--- src/sv/key_set_store_macros.svh ---
// Assertion macros shared by the key set store RTL.
// Each macro expects signals named clk and rst_n in the including module.
`ifndef KEY_SET_STORE_MACROS_SVH
`define KEY_SET_STORE_MACROS_SVH

// Same-cycle implication, checked outside reset.
`define KSS_ASSERT_IMP(label, ante, cons) \
  label: assert property (@(posedge clk) disable iff (!rst_n) (ante) |-> (cons)) \
    else $error("key_set_store: assertion failed");

// Next-cycle implication, checked outside reset.
`define KSS_ASSERT_NXT(label, ante, cons) \
  label: assert property (@(posedge clk) disable iff (!rst_n) (ante) |=> (cons)) \
    else $error("key_set_store: assertion failed");

`endif

--- src/sv/kss_pkg.sv ---
// Shared types for the key set store: control and status between the
// sequencer and the slot scan unit, and the operation codes. No dependencies.
`default_nettype none

package kss_pkg;

  // Operation codes carried on in_operation.
  localparam logic [1:0] OP_ADD    = 2'd0;
  localparam logic [1:0] OP_REMOVE = 2'd1;
  localparam logic [1:0] OP_LOOKUP = 2'd2;
  localparam logic [1:0] OP_SPARE  = 2'd3;

  // Per-cycle commands from the sequencer to the scan unit.
  typedef struct packed {
    logic start;  // clear the trackers for a new item
    logic check;  // a slot word is on the read data this cycle
  } kss_scan_ctl_t;

  // Scan results gathered over one pass of the store.
  typedef struct packed {
    logic hit;       // a valid slot holds the key
    logic has_free;  // at least one slot is free
  } kss_scan_sts_t;

endpackage

`default_nettype wire

--- src/sv/kss_ram.sv ---
// Generic single-port-write, single-port-read RAM with registered read data.
// No dependencies.
`default_nettype none

module kss_ram #(
  parameter int Width = 33,
  parameter int Depth = 16,
  parameter int AddrW = 4
) (
  input  wire logic             clk,
  input  wire logic             we,
  input  wire logic [AddrW-1:0] waddr,
  input  wire logic [Width-1:0] wdata,
  input  wire logic [AddrW-1:0] raddr,
  output logic      [Width-1:0] rdata
);

  logic [Width-1:0] mem [Depth];

  always_ff @(posedge clk) begin
    if (we) begin
      mem[waddr] <= wdata;
    end
    rdata <= mem[raddr];
  end

endmodule

`default_nettype wire

--- src/sv/kss_scan.sv ---
// Slot scan unit: one key comparator applied to one slot word per cycle,
// tracking the matching slot and the lowest free slot. Uses kss_pkg.
`default_nettype none

module kss_scan
  import kss_pkg::*;
#(
  parameter int AddrW = 4
) (
  input  wire logic             clk,
  input  wire logic             rst_n,
  input  wire kss_scan_ctl_t    ctl,
  input  wire logic [32:0]      slot_word,   // {valid, key}
  input  wire logic [31:0]      key,
  input  wire logic [AddrW-1:0] slot_idx,
  output kss_scan_sts_t         sts,
  output logic      [AddrW-1:0] hit_idx,
  output logic      [AddrW-1:0] free_idx
);

  kss_scan_sts_t    sts_r, sts_nxt;
  logic [AddrW-1:0] hit_idx_r, hit_idx_nxt;
  logic [AddrW-1:0] free_idx_r, free_idx_nxt;
  logic             slot_valid;
  logic             key_match;

  assign slot_valid = slot_word[32];
  assign key_match  = (slot_word[31:0] == key);

  always_comb begin
    sts_nxt      = sts_r;
    hit_idx_nxt  = hit_idx_r;
    free_idx_nxt = free_idx_r;
    if (ctl.start) begin
      sts_nxt = '0;
    end else if (ctl.check) begin
      if (slot_valid && key_match) begin
        sts_nxt.hit = 1'b1;
        hit_idx_nxt = slot_idx;
      end
      // Only the first free slot seen is kept, so adds fill from the bottom.
      if (!slot_valid && !sts_r.has_free) begin
        sts_nxt.has_free = 1'b1;
        free_idx_nxt     = slot_idx;
      end
    end
  end

  always_ff @(posedge clk) begin
    if (!rst_n) begin
      sts_r <= '0;
    end else begin
      sts_r <= sts_nxt;
    end
    hit_idx_r  <= hit_idx_nxt;
    free_idx_r <= free_idx_nxt;
  end

  assign sts      = sts_r;
  assign hit_idx  = hit_idx_r;
  assign free_idx = free_idx_r;

endmodule

`default_nettype wire

--- src/sv/key_set_store.sv ---
// Key set store top level: sequencer, slot RAM, scan unit and result register.
// Depends on kss_pkg, kss_ram, kss_scan and key_set_store_macros.svh.
//
//   Channel | Direction | Handshake           | Payload
//   in      | input     | in_valid/in_ready   | in_operation, in_key
//   out     | output    | out_valid/out_ready | out_was_present, out_add_rejected,
//           |           |                     | out_member_count
//
// After reset a clearing pass marks every slot free; in_ready stays low until it
// ends. Each item then runs through scan, commit and delivery before the next
// in_ready: the single comparator reads one slot word per cycle from the slot RAM,
// then the commit step writes the slot back for an add or a remove and the
// delivery step moves the result into the output register.
// A result waiting on out_ready holds the next item at the delivery step only.
`default_nettype none

`include "key_set_store_macros.svh"

module key_set_store
  import kss_pkg::*;
#(
  parameter int CAPACITY = 16
) (
  input  wire logic        clk,
  input  wire logic        rst_n,
  input  wire logic        in_valid,
  output logic             in_ready,
  input  wire logic [1:0]  in_operation,
  input  wire logic signed [31:0] in_key,
  output logic             out_valid,
  input  wire logic        out_ready,
  output logic             out_was_present,
  output logic             out_add_rejected,
  output logic      [4:0]  out_member_count
);

  localparam int AW = (CAPACITY > 1) ? $clog2(CAPACITY) : 1;
  localparam int CW = $clog2(CAPACITY + 1);
  localparam logic [CW-1:0] CAP_C    = CW'(CAPACITY);
  localparam logic [CW-1:0] CAP_LAST = CW'(CAPACITY - 1);
  localparam logic [4:0]    CAP_LO   = 5'(CAPACITY);

  typedef enum logic [4:0] {
    ST_CLEAR   = 5'b00001,
    ST_IDLE    = 5'b00010,
    ST_SCAN    = 5'b00100,
    ST_COMMIT  = 5'b01000,
    ST_DELIVER = 5'b10000
  } kss_state_t;

  kss_state_t     state_r, state_nxt;
  logic [CW-1:0]  cnt_r, cnt_nxt;
  logic [CW-1:0]  count_r, count_nxt;
  logic [AW-1:0]  prev_idx_r;
  logic [1:0]     op_r;
  logic [31:0]    key_r;
  logic           res_present_r, res_present_nxt;
  logic           res_reject_r, res_reject_nxt;
  logic           out_valid_r, out_valid_nxt;
  logic           out_present_r;
  logic           out_reject_r;
  logic [4:0]     out_count_r;
  logic [CW+4:0]  count_wide;

  logic           in_xfer;
  logic           out_free;

  logic           ram_we;
  logic [AW-1:0]  ram_waddr;
  logic [32:0]    ram_wdata;
  logic [32:0]    ram_rdata;

  kss_scan_ctl_t  scan_ctl;
  kss_scan_sts_t  scan_sts;
  logic [AW-1:0]  hit_idx;
  logic [AW-1:0]  free_idx;

  assign in_ready = (state_r == ST_IDLE);
  assign in_xfer  = in_valid && in_ready;
  assign out_free = !out_valid_r || out_ready;

  assign scan_ctl.start = in_xfer;
  assign scan_ctl.check = (state_r == ST_SCAN) && (cnt_r != '0);

  kss_ram #(
    .Width(33),
    .Depth(CAPACITY),
    .AddrW(AW)
  ) u_slots (
    .clk  (clk),
    .we   (ram_we),
    .waddr(ram_waddr),
    .wdata(ram_wdata),
    .raddr(cnt_r[AW-1:0]),
    .rdata(ram_rdata)
  );

  kss_scan #(
    .AddrW(AW)
  ) u_scan (
    .clk      (clk),
    .rst_n    (rst_n),
    .ctl      (scan_ctl),
    .slot_word(ram_rdata),
    .key      (key_r),
    .slot_idx (prev_idx_r),
    .sts      (scan_sts),
    .hit_idx  (hit_idx),
    .free_idx (free_idx)
  );

  always_comb begin
    state_nxt       = state_r;
    cnt_nxt         = cnt_r;
    count_nxt       = count_r;
    res_present_nxt = res_present_r;
    res_reject_nxt  = res_reject_r;
    out_valid_nxt   = out_valid_r && !out_ready;
    ram_we          = 1'b0;
    ram_waddr       = cnt_r[AW-1:0];
    ram_wdata       = '0;
    case (state_r)
      ST_CLEAR: begin
        ram_we  = 1'b1;
        cnt_nxt = cnt_r + CW'(1);
        if (cnt_r == CAP_LAST) begin
          cnt_nxt   = '0;
          state_nxt = ST_IDLE;
        end
      end
      ST_IDLE: begin
        if (in_xfer) begin
          cnt_nxt   = '0;
          state_nxt = ST_SCAN;
        end
      end
      ST_SCAN: begin
        // Reads are issued for counts below CAPACITY; the last word is
        // checked in the cycle the count reaches CAPACITY.
        if (cnt_r == CAP_C) begin
          state_nxt = ST_COMMIT;
        end else begin
          cnt_nxt = cnt_r + CW'(1);
        end
      end
      ST_COMMIT: begin
        res_present_nxt = scan_sts.hit;
        res_reject_nxt  = 1'b0;
        case (op_r)
          OP_ADD: begin
            if (!scan_sts.hit) begin
              if (scan_sts.has_free) begin
                ram_we    = 1'b1;
                ram_waddr = free_idx;
                ram_wdata = {1'b1, key_r};
                count_nxt = count_r + CW'(1);
              end else begin
                res_reject_nxt = 1'b1;
              end
            end
          end
          OP_REMOVE: begin
            if (scan_sts.hit) begin
              ram_we    = 1'b1;
              ram_waddr = hit_idx;
              ram_wdata = {1'b0, key_r};
              count_nxt = count_r - CW'(1);
            end
          end
          default: begin
            // Look-up and the unused code change nothing.
          end
        endcase
        state_nxt = ST_DELIVER;
      end
      ST_DELIVER: begin
        if (out_free) begin
          out_valid_nxt = 1'b1;
          state_nxt     = ST_IDLE;
        end
      end
      default: begin
        state_nxt = ST_CLEAR;
        cnt_nxt   = '0;
      end
    endcase
  end

  assign count_wide = {5'b0, count_r};

  always_ff @(posedge clk) begin
    if (!rst_n) begin
      state_r     <= ST_CLEAR;
      cnt_r       <= '0;
      count_r     <= '0;
      out_valid_r <= 1'b0;
    end else begin
      state_r     <= state_nxt;
      cnt_r       <= cnt_nxt;
      count_r     <= count_nxt;
      out_valid_r <= out_valid_nxt;
    end
    prev_idx_r    <= cnt_r[AW-1:0];
    res_present_r <= res_present_nxt;
    res_reject_r  <= res_reject_nxt;
    if (in_xfer) begin
      op_r  <= in_operation;
      key_r <= in_key;
    end
    if ((state_r == ST_DELIVER) && out_free) begin
      out_present_r <= res_present_r;
      out_reject_r  <= res_reject_r;
      out_count_r   <= count_wide[4:0];
    end
  end

  assign out_valid        = out_valid_r;
  assign out_was_present  = out_present_r;
  assign out_add_rejected = out_reject_r;
  assign out_member_count = out_count_r;

  // The member count can never pass the number of slots.
  `KSS_ASSERT_IMP(a_count_bound, 1'b1, count_r <= CAP_C)
  // A rejected add means the key was absent and the store was full.
  `KSS_ASSERT_IMP(a_reject_absent, out_valid_r && out_reject_r, !out_present_r)
  `KSS_ASSERT_IMP(a_reject_full, out_valid_r && out_reject_r, out_count_r == CAP_LO)
  // An accepted item keeps the input closed until its result is delivered.
  `KSS_ASSERT_NXT(a_busy_after_xfer, in_xfer, !in_ready && (state_r == ST_SCAN))
  // A result is only released from the delivery step.
  `KSS_ASSERT_NXT(a_out_source, !out_valid_r && (state_r != ST_DELIVER), !out_valid_r)

endmodule

`default_nettype wire
--- config.mk ---
export PLATFORM = sky130hd
export DESIGN_NAME = key_set_store
export DESIGN_NICKNAME = d
export VERILOG_FILES = /design/src/sv/kss_pkg.sv /design/src/sv/kss_ram.sv /design/src/sv/kss_scan.sv /design/src/sv/key_set_store.sv
export VERILOG_INCLUDE_DIRS = /design/src /design/src/sv
export SDC_FILE = /design/constraint.sdc
export NUM_CORES = 1
export LEC_CHECK = 0
export BUFFER_PORTS_ARGS = -buffer_cell sky130_fd_sc_hd__buf_2
export CAP_MARGIN = 20
export CORE_MARGIN = 2
export CORE_UTILIZATION = 50
export DETAILED_ROUTE_END_ITERATION = 8
export PLACE_DENSITY = 0.7
export SYNTH_ARGS = -nofsm -noshare
export SYNTH_HDL_FRONTEND = slang
export SYNTH_HIERARCHICAL = 1
export SYNTH_SLANG_ARGS = --single-unit
--- constraint.sdc ---
create_clock -name clk -period 4.9 [get_ports clk]
set_clock_uncertainty 0.05 [all_clocks]
set_input_delay 0.735 -clock clk [delete_from_list [all_inputs] [get_ports clk]]
set_output_delay 0.735 -clock clk [all_outputs]
set_load 0.1 [all_outputs]
# After elaboration in Yosys (flattened, before gate mapping)
# Memory sizes are Yosys's and may differ from the RTL's. A register that Yosys moved wholly into a read port is not among the register bits.
# Index checks and enable logic that the tools add are counted.
op_classes:
  addsub: 3
  eq_ne: 17
  n_mux: 33
  n_bitwise: 4
  reduce_logical: 24
op_table:
  columns: ["op", "n"]
  rows:
  - ["$mux W33", 3]
  - ["$pmux W33 S2", 1]
  - ["$mux W5", 10]
  - ["$eq A32 B32 Y1", 1]
  - ["$mux W32", 1]
  - ["$pmux W5 S5", 1]
  - ["$pmux W5 S4", 1]
  - ["$mux W4", 4]
  - ["$add A5 B1 Y5 const B", 2]
  - ["$eq A5 B4 Y1 const B", 2]
  - ["$eq A5 B5 Y1 const B", 2]
  - ["$pmux W5 S2", 1]
  - ["$reduce_and A3 Y1", 3]
  - ["$mux W1", 8]
  - ["$ne A2 B1 Y1 const B", 4]
  - ["$ne A2 B2 Y1 const B", 4]
  - ["$pmux W4 S2", 1]
  - ["$logic_and A1 B1 Y1", 6]
  - ["$reduce_or A2 Y1", 3]
  - ["$eq A5 B1 Y1 const B", 1]
  - ["$eq A5 B2 Y1 const B", 1]
  - ["$eq A5 B3 Y1 const B", 1]
  - ["$reduce_and A5 Y1", 1]
  - ["$reduce_bool A5 Y1", 1]
  - ["other kinds (10)", 18]
word_totals:
  regBits: 73
  ramBits: 528
  wordCells: 98
  memories: 1
memory_table:
  columns: ["memory", "depth", "width", "rd", "rd_clocked_by_memory_dff", "wr", "line_no", "source"]
  rows:
  - ["u_slots.mem", 16, 33, 1, 1, 1, "kss_ram.sv:18", "logic [Width-1:0] mem [Depth];"]

# Logic depth before layout (Yosys ltp)
depth:
  depth_word: 6
  ltp_mapped: 9
  ltp_nobuf: 8

# Cells and area by module
# Netlist, hierarchy kept.
modules_own_cells:
  columns: ["mod", "n_inst", "cells_per_inst", "area_per_inst_um2", "seq_area_each_um2"]
  rows:
  - ["kss_ram", 1, 864, 20631.0, 16515.8]
  - ["key_set_store", 1, 235, 2824.0, 1691.6]
  - ["kss_scan", 1, 62, 671.9, 280.3]

# Least setup slack after synthesis
# OpenSTA, ideal clock, no wires.
synth_timing:
  path_type: "reg-to-reg"
  start: "reg op_r[0]"
  end: "mem u_slots.mem[0][0] (enable)"
  setup_time_ns: 0.464
  t_arrival_ns: 4.582
  setup_slack_ns: -0.197
  path_stages_with_launch: 8
  path_buffers: 2
  synth_period_minus_slack_ns: 5.097
  path_cell_list: "edfxtp_1 buf_2 or3b_1 a2111oi_4 buf_2 o21bai_1 or3b_2 nor3_1"
synth_via:
  elab_chain_len: 5
  elab_cells_between_ends: 8
  cone_classes: "1 x eq/ne; 6 x mux; 1 x reduce/logical"
synth_rtl:
  columns: ["item", "line_no", "source"]
  rows:
  - ["from (decl)", "key_set_store.sv:55", "logic [1:0] op_r;"]
  - ["from (signal assigned)", "key_set_store.sv:207", "op_r <= in_operation;"]
  - ["$eq A2 B1 Y1 / $logic_not A2 Y1 (equally long branches)", "key_set_store.sv:149", "case (op_r)"]
  - ["$pmux W1 S2 (*)", "key_set_store.sv:149", null]
  - ["$pmux W1 S2 (*)", "key_set_store.sv:122", "case (state_r)"]
  - ["net ram_we", "key_set_store.sv:68", "logic ram_we;"]
  - ["$mux W1 (*)", "kss_ram.sv:21", "if (we) begin"]
  - ["$mux W1 (not written as such) (*)", "kss_ram.sv:22", "mem[waddr] <= wdata;"]
  - ["to (decl)", "kss_ram.sv:18", null]
# Mark *: on every way through the listed nets, which the timed path passes. The rest lies on a longest branch.

# Worst setup path after layout
layout_timing:
  start: "reg op_r[0]"
  end: "mem u_slots.mem[9][1] (enable)"
layout_via:
  elab_cells_between_ends: 8
  cone_classes: "1 x eq/ne; 6 x mux; 1 x reduce/logical"
layout_lines:
  columns: ["item", "line_no", "source"]
  rows:
  - ["$eq A2 B1 Y1 / $logic_not A2 Y1 (equally long branches)", "key_set_store.sv:149", null]
  - ["$pmux W4 S2 (*)", "key_set_store.sv:149", null]
  - ["$mux W4 (*)", "key_set_store.sv:122", null]
  - ["net ram_waddr[1]", "key_set_store.sv:69", "logic [AW-1:0] ram_waddr;"]
# Marked as above.

==> flow_summary_export.csv <==
group,metric,value,unit
detailed_routing,drc,0,
critical_path,crit_fanout,21,
place,globalplace.congestion,0.791,
critical_path,reg2reg_depth,6,
place,place_area,0.0251,mm²
detailed_routing,wl,51100,µm
sta,max_freq,0.248,GHz
die,start_util,50.6,%
logic_synthesis,syn_avg_cell_area,20.8,µm²
global_route,grt_max_degree,113,
sta,slew_violations,0,
global_route,grt_antenna_before_repair,0,
pwr,internal-power,10.2,mW
pwr,power_frac_comb,19.7,%
worst_hold_path,hold_path_end,"key_r[4]",
detailed_routing,via_per_inst,6.03,
worst_hold_path,hp-start,"in_key[4]",
pwr,switching_share,27.2,%
critical_path,crit_buf_inv,1,
outcome,status,"complete, no violations",
sta,setup_violations,0,
critical_path,rrSetupSlack,0.87,ns
cts,holdBufCountCts,0,
logic_synthesis,async_flop_share,0,%
pwr,seq_power_share,48.1,%
pwr,clkPwrFrac,32.1,%
logic_synthesis,syn_area,0.0241,mm²
logic_synthesis,yosys_warnings,6,
cells_and_area,final_area,0.0271,mm²
critical_path,regToRegStartpoint,"op_r[0]",
place,port_buffers,46,
worst_hold_path,hp-class,"in2reg",
critical_path,r2r-end,"u_slots/mem[9][1]",
cells_and_area,multi_input_area,0.00534,mm²
cells_and_area,final_cell_mix,"edfxtp_1, mux4_2, a22oi_1",
critical_path,arrival,4.27,ns
job,cap_viol_max_count,0,
die,die-height,224,µm
logic_synthesis,synthTopCellsByArea,"edfxtp_1, mux4_2, dfxtp_1",
logic_synthesis,synth_cell_types,60,
pwr,p_per_area,519,mW/mm²
detailed_routing,firstDrtPassIters,5,
logic_synthesis,syn-num-nets,1205,
global_route,grt_pass1_vias,11900,
die,core,0.0476,mm²
logic_synthesis,ys_seq_area_share,76.6,%
critical_path,path_cells,"or3b_1 > a2111oi_4 > o22ai_1 > nand2b_1 > nor2_4 > buf_4",
sta,hold_viol_final,0,
detailed_routing,route.vias.total,11500,
cells_and_area,syn2layout_area_growth,12.3,%
cells_and_area,layout_commonest_cell,"edfxtp_1",
cts,insertion_delay,0.64,ns
die,dieArea,0.0500,mm²
pwr,switching_power,3.82,mW
cells_and_area,seq_area,0.0185,mm²
sta,maxSlewHeadroom,21.5,%
cells_and_area,antenna_cells,0,
cts,cts_sinks,634,
worst_hold_path,hold_path_depth,1,
sta,finalCritPeriodShare,82.2,%
cells_and_area,nets,1284,
die,ios,47,
sta,worst_pin_slew,1.18,ns
cells_and_area,fill_cells,3514,
logic_synthesis,synthFlopType,"edfxtp_1",
sta,final.setup.tns,0,ns
pwr,p_leak,8.07,nW
logic_synthesis,synth_top_area_share,72.1,%
die,rows,80,
logic_synthesis,synth_edf_count,579,
logic_synthesis,synth_top_area_cell,"edfxtp_1",
detailed_routing,final_antenna_net_count,0,
detailed_routing,initialDrtViolationCount,1187,
cts,root_buffer,"clkbuf_16",
global_route,grt_pass1_wl,76500,µm
cells_and_area,drive_above_1_share,24.4,%
cts,cts_resized,0,
pwr,total_power,14.0,mW
critical_path,slowest_delay,0.80,ns
detailed_routing,wl_per_cell,26.8,µm
critical_path,end_kind,"flop",
critical_path,critPathSlowestCell,"a2111oi_4",
sta,finalCriticalPeriod,4.03,ns
place,detailed_place_hpwl,29300,µm
cts,clock_path_buffers,3,
sta,holdWs,0.216,ns
cts,cts_setup_buffers,0,
global_route,gr-total-overflow,0,
critical_path,critPathTopFamily,"simple AND/OR/NAND/NOR gates",
critical_path,crit_start,"op_r[0]",
sta,rsz0062_at_grt,"no",
critical_path,critPathKind,"reg2reg",
cts,cts_tree,"yes",
critical_path,start_kind,"flop",
cts,cts-buffers-inserted,61,
critical_path,crit_required,5.15,ns
die,die_x,224,µm
pwr,ir_worst_vdd,0.348,mV
cts,path_clk_slew,0.06,ns
logic_synthesis,syn_inst,1161,
global_route,grtUsageTotal,21.0,%
logic_synthesis,ys_ff_latch,634,
cts,htree_levels,2,
[synth_stat cells, drive strengths merged (5+ instances only)]
library cell and n:
a21oi 10, a22oi 66, and2 33, buf 31, clkbuf 27, dfxtp 55
edfxtp 579, ha 6, inv 14, mux4 132, nand2 42, nand2b 9
nand3 8, nand4 11, nor2 24, nor3 8, nor4 5, o21ai 6
or3 5, xnor2 31, xor2 5
[state kept, by name, summed over array words and instances (netlist names), 4 cells and up]
register,count
count_r,5
u_slots/mem,528
u_scan/free_idx,4
cnt_r,5
u_scan/hit_idx,4
u_slots/rdata,33
state_r,5
key_r,32
out_member_count,5
prev_idx_r,4
[final cells by class]
| class | instances | area share [%] |
|---|---|---|
| clock buffer | 78 | 5.98 |
| clock inverter | 38 | 1.22 |
| inverter | 14 | 0.194 |
| multi-input combinational | 455 | 19.7 |
| sequential | 634 | 68.3 |
| tap | 615 | 2.84 |
| timing repair buffer | 74 | 1.78 |
[through the flow]
| step | utilization, % | cells | setup slack, ns |
|---|---|---|---|
| finish | 56.8 | 1908 | 0.872 |
| global route | 56.8 | 1908 | 0.647 |
| CTS | 56.8 | 1907 | 0.860 |
| detailed placement | 52.7 | 1791 | 0.861 |
| global placement | 52.7 | 1790 | 1.03 |
| floorplan | - | 1161 | 0.130 |
[how the worst max path moves through the flow]
stage / slack, ns / endpoint / depth (start not counted)
3_3_place_gp: 1.03 / u_slots/mem[9][31] / 6
3_5_place_dp: 0.86 / u_slots/mem[9][19] / 6
5_1_grt: 0.65 / u_slots/mem[9][1] / 6
2_1_floorplan: 0.13 / u_slots/mem[4][0] / 7
6_report: 0.87 / u_slots/mem[9][1] / 6
4_1_cts: 0.86 / u_slots/mem[9][9] / 6
[power groups by stage]
stage	Clock [mW]	Sequential, mW	Combinational, mW
finish	4.51	6.76	2.77
global route	4.79	6.82	2.96
CTS	4.61	6.77	2.80
detailed placement	0	6.88	2.78
global placement	0	6.85	2.76
floorplan	0	6.73	2.19
[cell families after synthesis]
| family | share of synthesized area (%) |
|---|---|
| AOI/OAI and AO/OA | 3.41 |
| xor gates and xnor gates | 1.31 |
| adders and majority gates | 0.311 |
| buffers and inverters | 1.84 |
| DFF | 76.6 |
| muxes | 12.8 |
| and+or+nand+nor | 3.72 |
[layer usage]
metal  global-route usage (%)  up-vias  share of wire (%)
li1                         -     4944                  -
met2                     34.2      426                 49
met5                        0        -                  0
met3                     3.63       82                7.2
met1                     29.1     6060                 41
met4                     6.95        0                2.5
(Power assumes the default switching activity.)
